===== src/hdl/fbb_pkg.sv =====
// Shared types and constants for the foreground bounding box block.
package fbb_pkg;

  localparam int MAX_DIM = 2048;
  localparam int COORD_W = $clog2(MAX_DIM);
  localparam int DIM_W   = 12;
  localparam int PIX_W   = 32;
  localparam int CNT_W   = 23;
  localparam int BOX_W   = 11;
  localparam int RES_W   = PIX_W + CNT_W + 4 * BOX_W;
  localparam int OUT_DATA_W = ((RES_W + 7) / 8) * 8;

  localparam logic [CNT_W-1:0] COUNT_MAX = {CNT_W{1'b1}};

  // Configuration register indexes
  typedef enum logic [0:0] {
    REG_FRAME_WIDTH  = 1'b0,
    REG_FRAME_HEIGHT = 1'b1
  } fbb_reg_idx_t;

  typedef struct packed {
    logic [DIM_W-1:0] frame_width;
    logic [DIM_W-1:0] frame_height;
  } fbb_cfg_t;

  // Packed so that background lands in the lowest bits.
  typedef struct packed {
    logic [BOX_W-1:0] box_max_y;
    logic [BOX_W-1:0] box_max_x;
    logic [BOX_W-1:0] box_min_y;
    logic [BOX_W-1:0] box_min_x;
    logic [CNT_W-1:0] foreground_count;
    logic [PIX_W-1:0] background;
  } fbb_result_t;

  // Last index for a dimension register: zero acts as 1, above MAX_DIM clamps.
  function automatic logic [COORD_W-1:0] last_index(input logic [DIM_W-1:0] dim);
    logic [COORD_W-1:0] res;
    if (dim == '0) begin
      res = '0;
    end else if (32'(dim) > MAX_DIM) begin
      res = COORD_W'(MAX_DIM - 1);
    end else begin
      res = COORD_W'(dim - DIM_W'(1));
    end
    return res;
  endfunction

endpackage


===== src/hdl/fbb_in_stage.sv =====
// Input register stage for the pixel stream.
module fbb_in_stage (
  input  logic                     clk,
  input  logic                     rst_n,
  input  logic                     in_tvalid,
  output logic                     in_tready,
  input  logic [fbb_pkg::PIX_W-1:0] in_tdata,
  input  logic                     advance,
  output logic                     pix_valid,
  output logic [fbb_pkg::PIX_W-1:0] pix
);
  import fbb_pkg::*;

  logic             valid_r, valid_nxt;
  logic [PIX_W-1:0] pix_r;

  assign in_tready = !valid_r || advance;

  always_comb begin
    valid_nxt = valid_r;
    if (in_tready) begin
      valid_nxt = in_tvalid;
    end
  end

  always_ff @(posedge clk) begin
    if (!rst_n) begin
      valid_r <= 1'b0;
    end else begin
      valid_r <= valid_nxt;
    end
  end

  always_ff @(posedge clk) begin
    if (in_tvalid && in_tready) begin
      pix_r <= in_tdata;
    end
  end

  assign pix_valid = valid_r;
  assign pix       = pix_r;

endmodule


===== src/hdl/fbb_accum.sv =====
// Raster counters, background latch and running box/count accumulation.
module fbb_accum (
  input  logic                      clk,
  input  logic                      rst_n,
  input  fbb_pkg::fbb_cfg_t         cfg,
  input  logic                      step,
  input  logic [fbb_pkg::PIX_W-1:0] pix,
  output logic                      frame_end,
  output fbb_pkg::fbb_result_t      result
);
  import fbb_pkg::*;

  logic [COORD_W-1:0] x_r, x_nxt, y_r, y_nxt;
  logic [PIX_W-1:0]   bg_r, bg_nxt;
  logic [CNT_W-1:0]   cnt_r, cnt_nxt;
  logic [COORD_W-1:0] minx_r, minx_nxt, miny_r, miny_nxt;
  logic [COORD_W-1:0] maxx_r, maxx_nxt, maxy_r, maxy_nxt;
  logic [COORD_W-1:0] last_col, last_row;
  logic               first, fg, row_end, any;

  assign last_col = last_index(cfg.frame_width);
  assign last_row = last_index(cfg.frame_height);

  always_comb begin
    first    = (x_r == '0) && (y_r == '0);
    fg       = !first && (pix != bg_r);
    bg_nxt   = bg_r;
    cnt_nxt  = cnt_r;
    minx_nxt = minx_r;
    miny_nxt = miny_r;
    maxx_nxt = maxx_r;
    maxy_nxt = maxy_r;
    if (first) begin
      bg_nxt   = pix;
      cnt_nxt  = '0;
      minx_nxt = '0;
      miny_nxt = '0;
      maxx_nxt = '0;
      maxy_nxt = '0;
    end else if (fg) begin
      if (cnt_r == '0) begin
        // first foreground pixel seeds the box
        minx_nxt = x_r;
        miny_nxt = y_r;
        maxx_nxt = x_r;
        maxy_nxt = y_r;
      end else begin
        if (x_r < minx_r) minx_nxt = x_r;
        if (y_r < miny_r) miny_nxt = y_r;
        if (x_r > maxx_r) maxx_nxt = x_r;
        if (y_r > maxy_r) maxy_nxt = y_r;
      end
      if (cnt_r != COUNT_MAX) begin
        cnt_nxt = cnt_r + CNT_W'(1);
      end
    end

    // >= so a shrunk dimension mid-frame wraps on the next pixel
    row_end   = (x_r >= last_col);
    frame_end = row_end && (y_r >= last_row);
    if (frame_end) begin
      x_nxt = '0;
      y_nxt = '0;
    end else if (row_end) begin
      x_nxt = '0;
      y_nxt = y_r + COORD_W'(1);
    end else begin
      x_nxt = x_r + COORD_W'(1);
      y_nxt = y_r;
    end

    any = (cnt_nxt != '0);
    result.background       = bg_nxt;
    result.foreground_count = cnt_nxt;
    result.box_min_x        = any ? BOX_W'(minx_nxt) : '0;
    result.box_min_y        = any ? BOX_W'(miny_nxt) : '0;
    result.box_max_x        = any ? BOX_W'(maxx_nxt) : '0;
    result.box_max_y        = any ? BOX_W'(maxy_nxt) : '0;
  end

  always_ff @(posedge clk) begin
    if (!rst_n) begin
      x_r    <= '0;
      y_r    <= '0;
      bg_r   <= '0;
      cnt_r  <= '0;
      minx_r <= '0;
      miny_r <= '0;
      maxx_r <= '0;
      maxy_r <= '0;
    end else if (step) begin
      x_r    <= x_nxt;
      y_r    <= y_nxt;
      bg_r   <= bg_nxt;
      cnt_r  <= cnt_nxt;
      minx_r <= minx_nxt;
      miny_r <= miny_nxt;
      maxx_r <= maxx_nxt;
      maxy_r <= maxy_nxt;
    end
  end

endmodule


===== src/hdl/fbb_out_stage.sv =====
// Result register driving the output stream.
module fbb_out_stage (
  input  logic                           clk,
  input  logic                           rst_n,
  input  logic                           load,
  input  fbb_pkg::fbb_result_t           result,
  output logic                           slot_free,
  output logic                           out_tvalid,
  input  logic                           out_tready,
  output logic [fbb_pkg::OUT_DATA_W-1:0] out_tdata
);
  import fbb_pkg::*;

  logic        valid_r, valid_nxt;
  fbb_result_t data_r;

  assign slot_free = !valid_r || out_tready;

  always_comb begin
    valid_nxt = valid_r;
    if (slot_free) begin
      valid_nxt = load;
    end
  end

  always_ff @(posedge clk) begin
    if (!rst_n) begin
      valid_r <= 1'b0;
    end else begin
      valid_r <= valid_nxt;
    end
  end

  always_ff @(posedge clk) begin
    if (load && slot_free) begin
      data_r <= result;
    end
  end

  assign out_tvalid = valid_r;
  assign out_tdata  = {(OUT_DATA_W - RES_W)'(0), data_r};

endmodule


===== src/hdl/foreground_bounding_box.sv =====
// Top level: foreground pixel count and bounding box over raster frames.
// A frame's result word is loaded into the result register once its last pixel word leaves the input register.
// Throughput: one pixel word per cycle, sustained while the output side keeps up.
// The pixel path stalls only when a result word is waiting and out_tready is low.
// Reset (synchronous, rst_n low): counters, box and count cleared, frame
// width 800 and height 480, both stream stages empty.
module foreground_bounding_box (
  input  logic                             clk,
  input  logic                             rst_n,
  // configuration write port
  input  logic                             cfg_we,
  input  logic [0:0]                       cfg_index,
  input  logic [fbb_pkg::DIM_W-1:0]        cfg_wdata,
  // pixel stream
  input  logic                             in_tvalid,
  output logic                             in_tready,
  input  logic [fbb_pkg::PIX_W-1:0]        in_tdata,   // [31:0] pixel
  // result stream
  output logic                             out_tvalid,
  input  logic                             out_tready,
  // [31:0] background, [54:32] foreground_count, [65:55] box_min_x,
  // [76:66] box_min_y, [87:77] box_max_x, [98:88] box_max_y, rest zero
  output logic [fbb_pkg::OUT_DATA_W-1:0]   out_tdata
);
  import fbb_pkg::*;

  fbb_cfg_t         cfg_r;
  logic             pix_valid, slot_free, step, frame_end;
  logic [PIX_W-1:0] pix;
  fbb_result_t      result;

  // config registers; index beyond the list cannot occur at 1 bit
  always_ff @(posedge clk) begin
    if (!rst_n) begin
      cfg_r.frame_width  <= DIM_W'(800);
      cfg_r.frame_height <= DIM_W'(480);
    end else if (cfg_we) begin
      unique case (fbb_reg_idx_t'(cfg_index))
        REG_FRAME_WIDTH:  cfg_r.frame_width  <= cfg_wdata;
        REG_FRAME_HEIGHT: cfg_r.frame_height <= cfg_wdata;
        default: ;
      endcase
    end
  end

  // pixel word moves on whenever the result slot can take a word
  assign step = pix_valid && slot_free;

  fbb_in_stage u_in (
    .clk       (clk),
    .rst_n     (rst_n),
    .in_tvalid (in_tvalid),
    .in_tready (in_tready),
    .in_tdata  (in_tdata),
    .advance   (slot_free),
    .pix_valid (pix_valid),
    .pix       (pix)
  );

  fbb_accum u_accum (
    .clk       (clk),
    .rst_n     (rst_n),
    .cfg       (cfg_r),
    .step      (step),
    .pix       (pix),
    .frame_end (frame_end),
    .result    (result)
  );

  fbb_out_stage u_out (
    .clk        (clk),
    .rst_n      (rst_n),
    .load       (step && frame_end),
    .result     (result),
    .slot_free  (slot_free),
    .out_tvalid (out_tvalid),
    .out_tready (out_tready),
    .out_tdata  (out_tdata)
  );

endmodule

===== config.mk =====
export PLATFORM = sky130hd
export DESIGN_NAME = foreground_bounding_box
export DESIGN_NICKNAME = d
export VERILOG_FILES = /design/src/hdl/fbb_pkg.sv /design/src/hdl/fbb_in_stage.sv /design/src/hdl/fbb_accum.sv /design/src/hdl/fbb_out_stage.sv /design/src/hdl/foreground_bounding_box.sv
export SDC_FILE = /design/constraint.sdc
export NUM_CORES = 1
export LEC_CHECK = 0
export ABC_AREA = 1
export BUFFER_PORTS_ARGS = -buffer_cell sky130_fd_sc_hd__buf_2
export CAP_MARGIN = 10
export CORE_UTILIZATION = 50
export DETAILED_ROUTE_END_ITERATION = 12
export MAX_ROUTING_LAYER = met4
export PLACE_DENSITY = 0.69
export SLEW_MARGIN = 40
export SYNTH_ARGS = -nofsm -noshare
export SYNTH_HDL_FRONTEND = slang
export SYNTH_SLANG_ARGS = --single-unit
export TNS_END_PERCENT = 1

===== constraint.sdc =====
create_clock -name clk -period 13.5 [get_ports clk]
set_input_delay 3.375 -clock clk [delete_from_list [all_inputs] [get_ports clk]]
set_output_delay 3.375 -clock clk [all_outputs]
set_load 0.02 [all_outputs]

# --- Yosys cells after proc, flatten, opt, wreduce, memory -nomap -nowiden ---
# Cells that the tools add are included.
classes:
  n_addsub: 5
  n_lt_le_gt_ge: 8
  n_eq_ne: 2
  n_mux: 28
  bitwise_logic: 1
  reduce_logical: 22
op_table:
  columns: ["operator", "count"]
  rows:
  - ["11-bit 2-to-1 mux", 24]
  - ["23-bit 2-to-1 mux", 3]
  - ["32-bit 2-to-1 mux", 1]
  - ["32-bit != test", 1]
  - ["12-bit greater-than comparator, second input constant", 2]
  - ["12-bit zero test", 2]
  - ["23-bit by 1-bit adder with 23-bit output, second input constant", 1]
  - ["23-bit zero test", 1]
  - ["23-bit != test, second input constant", 1]
  - ["23-bit nonzero test", 1]
  - ["11-bit by 1-bit adder with 11-bit output, second input constant", 2]
  - ["11-bit >= comparator", 2]
  - ["11-bit greater-than comparator", 2]
  - ["11-bit zero test", 2]
  - ["11-bit < comparator", 2]
  - ["11-bit by 1-bit subtractor with 11-bit output, second input constant", 2]
  - ["1-bit logical AND", 7]
  - ["2-bit AND reduction", 3]
  - ["1-bit zero test", 3]
  - ["1-bit logical OR", 2]
  - ["2-bit nonzero test", 1]
  - ["1-bit inverter", 1]
word_totals:
  ff_bits: 278
  inputBits: 50
  output_inout_bits: 106
  wordCells: 85

# --- Logic depth before layout (Yosys ltp) ---
depth:
  depth_word: 7
  ltp_mapped: 24
  mapped_depth_nobuf: 24

# --- Cells and area by module ---
# A second synthesis with hierarchy kept.
unflattened:
  hier_cells: 1894
  area_unflattened_um2: 15058.2
modules_own_cells:
  columns: ["module", "instances", "cells_each", "area_each_um2", "seq_area_each_um2"]
  rows:
  - ["fbb_accum", 1, 1613, 10042.1, 2422.3]
  - ["fbb_out_stage", 1, 112, 3065.4, 2992.9]
  - ["fbb_in_stage", 1, 39, 1012.2, 980.9]
  - ["foreground_bounding_box", 1, 130, 938.4, 480.5]

# --- Worst setup path before layout ---
# No wires, ideal clock.
synth_timing:
  kind: "input-to-output"
  start: "in out_tready"
  end: "out in_tready"
  arrival_time_ps: 3628
  required_ps: 10125
  path_slack_ps: 6497
  stages: 2
  path_buffers: 0
  path_cell_list: "inv_1 > nand3_1"
synth_via:
  elab_chain_len: 2
synth_rtl:
  columns: ["element", "line_no", "source"]
  rows:
  - ["start: declaration", "foreground_bounding_box.sv:20", "input logic out_tready,"]
  - ["1-bit logical OR", "fbb_out_stage.sv:17", "assign slot_free = !valid_r || out_tready;"]
  - ["1-bit logical OR", "fbb_in_stage.sv:17", "assign in_tready = !valid_r || advance;"]
  - ["end: declaration", "foreground_bounding_box.sv:16", "output logic in_tready,"]
# No other way between the ends.

# --- Worst setup path after layout ---
# Ends and elaborated chain as after synthesis.

==> impl.org <==
** Status
- The run finished with clean final reports.

** Global routing
- Via count of the first global-routing pass :: 11700
- Gr ovfl total :: 0
- Number of antenna violations at the first check in global routing :: 0
- Across every metal layer, demand over resource in global routing totals 0.240.
- Wire length of the first global-routing pass :: roughly 58000 µm
- Entering global routing, the biggest net connects 110 pins.

** Timing
- Post-route clock period utilization :: 0.533
- Actual slew at the worst max-slew pin :: roughly 0.75 ns
- Worst Hold Margin :: between 0.4 and 0.5 ns
- The number of failing hold endpoints at the final stage is 0.
- Worst-case clock skew :: roughly 0.010 ns
- Peak Freq :: around 0.14 GHz
- In this run the tightest slew margin relative to its limit is 0.499.
- After layout, the minimum clock period comes to between 7 and 8 ns.
- Final-report max-slew violation count :: 0
- Final setup TNS :: 0 ns
- Number of setup violations in the final report :: 0
- Unrepaired setup endpoints after global routing :: false

** Run
- Max-cap violations in this run came to 0.

** Power
- Combinational power share :: 0.124
- VDD IR-drop max :: 0.101 mV
- Part of the power in the clock network :: 0.415
- The share of total power dissipated in sequential elements is 0.461.
- Pwr per Cell Area :: around 120 nW/µm²
- For this design the total switching power over the nets is about 0.00053 W.
- Power comes to between 0.002 and 0.0025 W.
- Internal Power :: between 0.0015 and 0.002 W
- P_leak :: roughly 7.4 nW
- Of the total power, the share spent switching nets is 0.261.

** Floorplanning
- The region available for standard cell placement spans roughly 29000 µm².
- Chip height :: ~170 µm
- Row count :: 62
- approximately 160 I/O pins were placed.
- For this configuration, the core starts out at a cell density of 0.513.
- The die is around 170 µm wide.
- The die covers 30400 µm².

** Critical path
- Traced cell by cell, the critical path runs through buf_2, inv_1, nand3_1, buf_2.
- STA classifies the critical path endpoint as an output pin.
- The setup path with the least slack is of type in -> out.
- Cell occurring most often along the worst timing path :: buf_2
- Data arrival time of the critical path :: approximately 3.8 ns
- Of all nets on the critical path, the largest fanout is 3.
- The largest single stage delay on the critical path is 0.18 ns.
- The worst setup path is launched from an input pin.
- Measured in cells, the most critical reg-to-reg path has a length of 21.
- Data required time of the critical path :: between 10 and 15 ns
- On the critical path, the stage with the largest delay is an instance of buf_2.

** Route
- The routed design has ~35000 µm of wire.
- Number of detailed-route iterations in the first pass :: 5
- The detailed router finished its first iteration with between 800 and 900 violations.
- DRC violation count after routing :: 0
- Overall via count from detail_route :: between 10000 and 15000
- The detail route stage leaves a number of antenna-violating nets equal to 0.
- Dividing the detail-routed via count by the number of cells gives between 5 and 6.
- WL per Instance :: 15.0 µm

** Yosys
- Synth Flop Type :: dfxtp_1
- Sorting the synthesized cells by area gives the leading types as edfxtp_1, dfxtp_1, nand2_1.
- Share of the yosys chip area belonging to registers :: 0.462
- Register bit count reported by yosys :: 278
- The cell area that synthesis handed to floorplanning was ~15000 µm².
- Warnings, synthesis :: 0
- Top-count cell post-synth :: nand2_1
- Counting instances in the post-synthesis netlist gives the leading cell types as nand2_1, inv_1, o21ai_0.
- Number of synthesized flops with an enable pin :: roughly 130
- Synthesis produced a netlist whose cell count is ~1800.
- The netlist uses 50 different library cells.
- Post-Syn Area per Cell :: 8.20 µm²
- Fraction of synthesis flops using an asynchronous set or reset pin :: 0
- Post-synth top area cell :: edfxtp_1
- Share of the synthesized area in the top cell type :: 0.265

** Cells and area
- For this run, the share of the core covered by cells in the final layout is 0.581.
- Of the cells placed in the final design, the portion with a size suffix greater than 1 is 0.164.
- Fill cell instance count of the final layout :: about 2700
- The final layout contains ~2000 nets.
- Post-synthesis to final-layout area growth :: 13.3%
- Antenna diode count :: 0
- Across the whole layout, storage elements account for between 6000 and 7000 µm².
- In the final layout, the multi-input gates occupy between 6000 and 7000 µm².

** Clock network
- Clock sinks :: roughly 280
- The number of clock buffers added by TritonCTS is 31.
- The clock reaches the later pin of the worst-skew pair after 0.55 ns.
- Level count of the clock H-tree :: 1
- Root cell of the clock tree :: clkbuf_16
- TritonCTS built the clock tree.
- The number of hold buffers added after CTS was 0.
- Setup Buffers After CTS :: 0
- Clock transition time at the flip-flop clock pins of the worst setup and hold paths :: 0.06 ns
- Clock tree buffer depth :: 3
- Once the clock tree was built, the resizer swapped 0 gates to a different size.

** Worst hold path
- In this run the worst hold path is classified as reg -> reg.
- Cell count of the worst hold path :: 2

** Placed design
- The congestion estimate from routability-driven global placement came to between 0.9 and 1.
- Port buffering added 150 buffers.
- Detailed placement finished with a half-perimeter wire length of ~25000 µm.
## final timing paths
| check | from | endpoint | slack, ns |
|---|---|---|---|
| worst max-delay path | out_tready | in_tready | 6.31 |
| worst min-delay path | cfg_r[10]$_SDFFE_PN0P_ | cfg_r[10]$_SDFFE_PN0P_ | 0.47 |
| worst max register to register | cfg_r[12]$_SDFFE_PN0P_ | u_out.out_tdata[91]$_SDFFCE_PN0P_ | 8.74 |
| worst min register to register | cfg_r[10]$_SDFFE_PN0P_ | cfg_r[10]$_SDFFE_PN0P_ | 0.47 |
## metrics by stage
| stage | cell area (µm²) | cells | setup slack [ns] |
|---|---|---|---|
| floorplan | 14900 | 1818 | 6.50 |
| global placement | 15800 | 2285 | 6.32 |
| detailed placement | 15800 | 2285 | 6.31 |
| CTS | 16800 | 2342 | 6.30 |
| global route | 16900 | 2343 | 6.26 |
| finish | 16900 | 2343 | 6.31 |
## routing by layer
metal | global-route usage | share of wire | vias up
met5 | - | 0 | -
met4 | 0.0694 | 0.025 | 0
met3 | 0.0289 | 0.050 | 67
met2 | 0.392 | 0.47 | 331
met1 | 0.313 | 0.45 | 5783
li1 | - | - | 6282
## critical path, delay by kind of cell
family                 cells  cell delay [ns]
AND/OR/NAND/NOR            1             0.10
buffers and inverters      3             0.33
## power groups by stage
stage | Sequential, W | Combinational (W) | Clock, W
global route | 0.000946 | 0.000286 | 0.000898
finish | 0.000942 | 0.000252 | 0.000849
global placement | 0.000958 | 0.000239 | 0
detailed placement | 0.000960 | 0.000248 | 0
CTS | 0.000942 | 0.000249 | 0.000864
floorplan | 0.000952 | 0.000213 | 0
## flip-flops by register name, indices dropped and copies added, names as in the netlist
| signal | cells |
|---|---|
| u_accum.miny_r | 11 |
| u_in.pix | 32 |
| u_out.out_tdata | 99 |
| u_in.pix_valid | 1 |
| cfg_r | 24 |
| u_accum.x_r | 11 |
| u_accum.bg_r | 32 |
| u_accum.y_r | 11 |
| u_out.out_tvalid | 1 |
| u_accum.maxx_r | 11 |
| u_accum.maxy_r | 11 |
| u_accum.minx_r | 11 |
| u_accum.cnt_r | 23 |
## area by class of cell
| cell class | count | share of cell area |
|---|---|---|
| flip-flops and latches | 278 | 0.408 |
| multi-input cells | 1192 | 0.390 |
| inverters | 273 | 0.0610 |
| clock buffers | 43 | 0.0548 |
| repair buffers | 159 | 0.0500 |
| well taps | 384 | 0.0285 |
| clock inverters | 14 | 0.00765 |
## cells in the final DEF (no fill, tap or decap), drive strengths merged
master    netlist  layout
a211oi         12      12
a21boi          1       1
a21oi         167     167
a31oi          23      23
a41oi           1       1
and3            1       1
buf            29     159
bufinv          0       2
clkbuf         46      43
clkinv          2      10
clkinvlp        0       3
conb            1       5
dfxtp         147     147
edfxtp        131     131
ha             72      72
inv           271     272
nand2         362     362
nand3         129     129
nand3b          2       2
nand4          25      25
nor2          132     132
nor2b           1       1
nor3           14      14
nor3b           2       2
nor4            4       4
o2111ai         3       3
o211ai          5       5
o21a            3       3
o21ai         187     187
o21bai          1       1
o31ai           2       2
or2             1       1
xnor2          24      24
xor2           13      13
## kinds of logic after synthesis
| family | count (synthesis) | share of synthesized area |
|---|---|---|
| simple gates | 673 | 0.205 |
| compound gates | 405 | 0.154 |
| buf+inv | 348 | 0.0966 |
| flops | 278 | 0.462 |
| fa+ha+maj | 72 | 0.0606 |
| xor+xnor | 37 | 0.0218 |
| other cells | 1 | 0.000252 |
(Power assumes the default switching activity.)
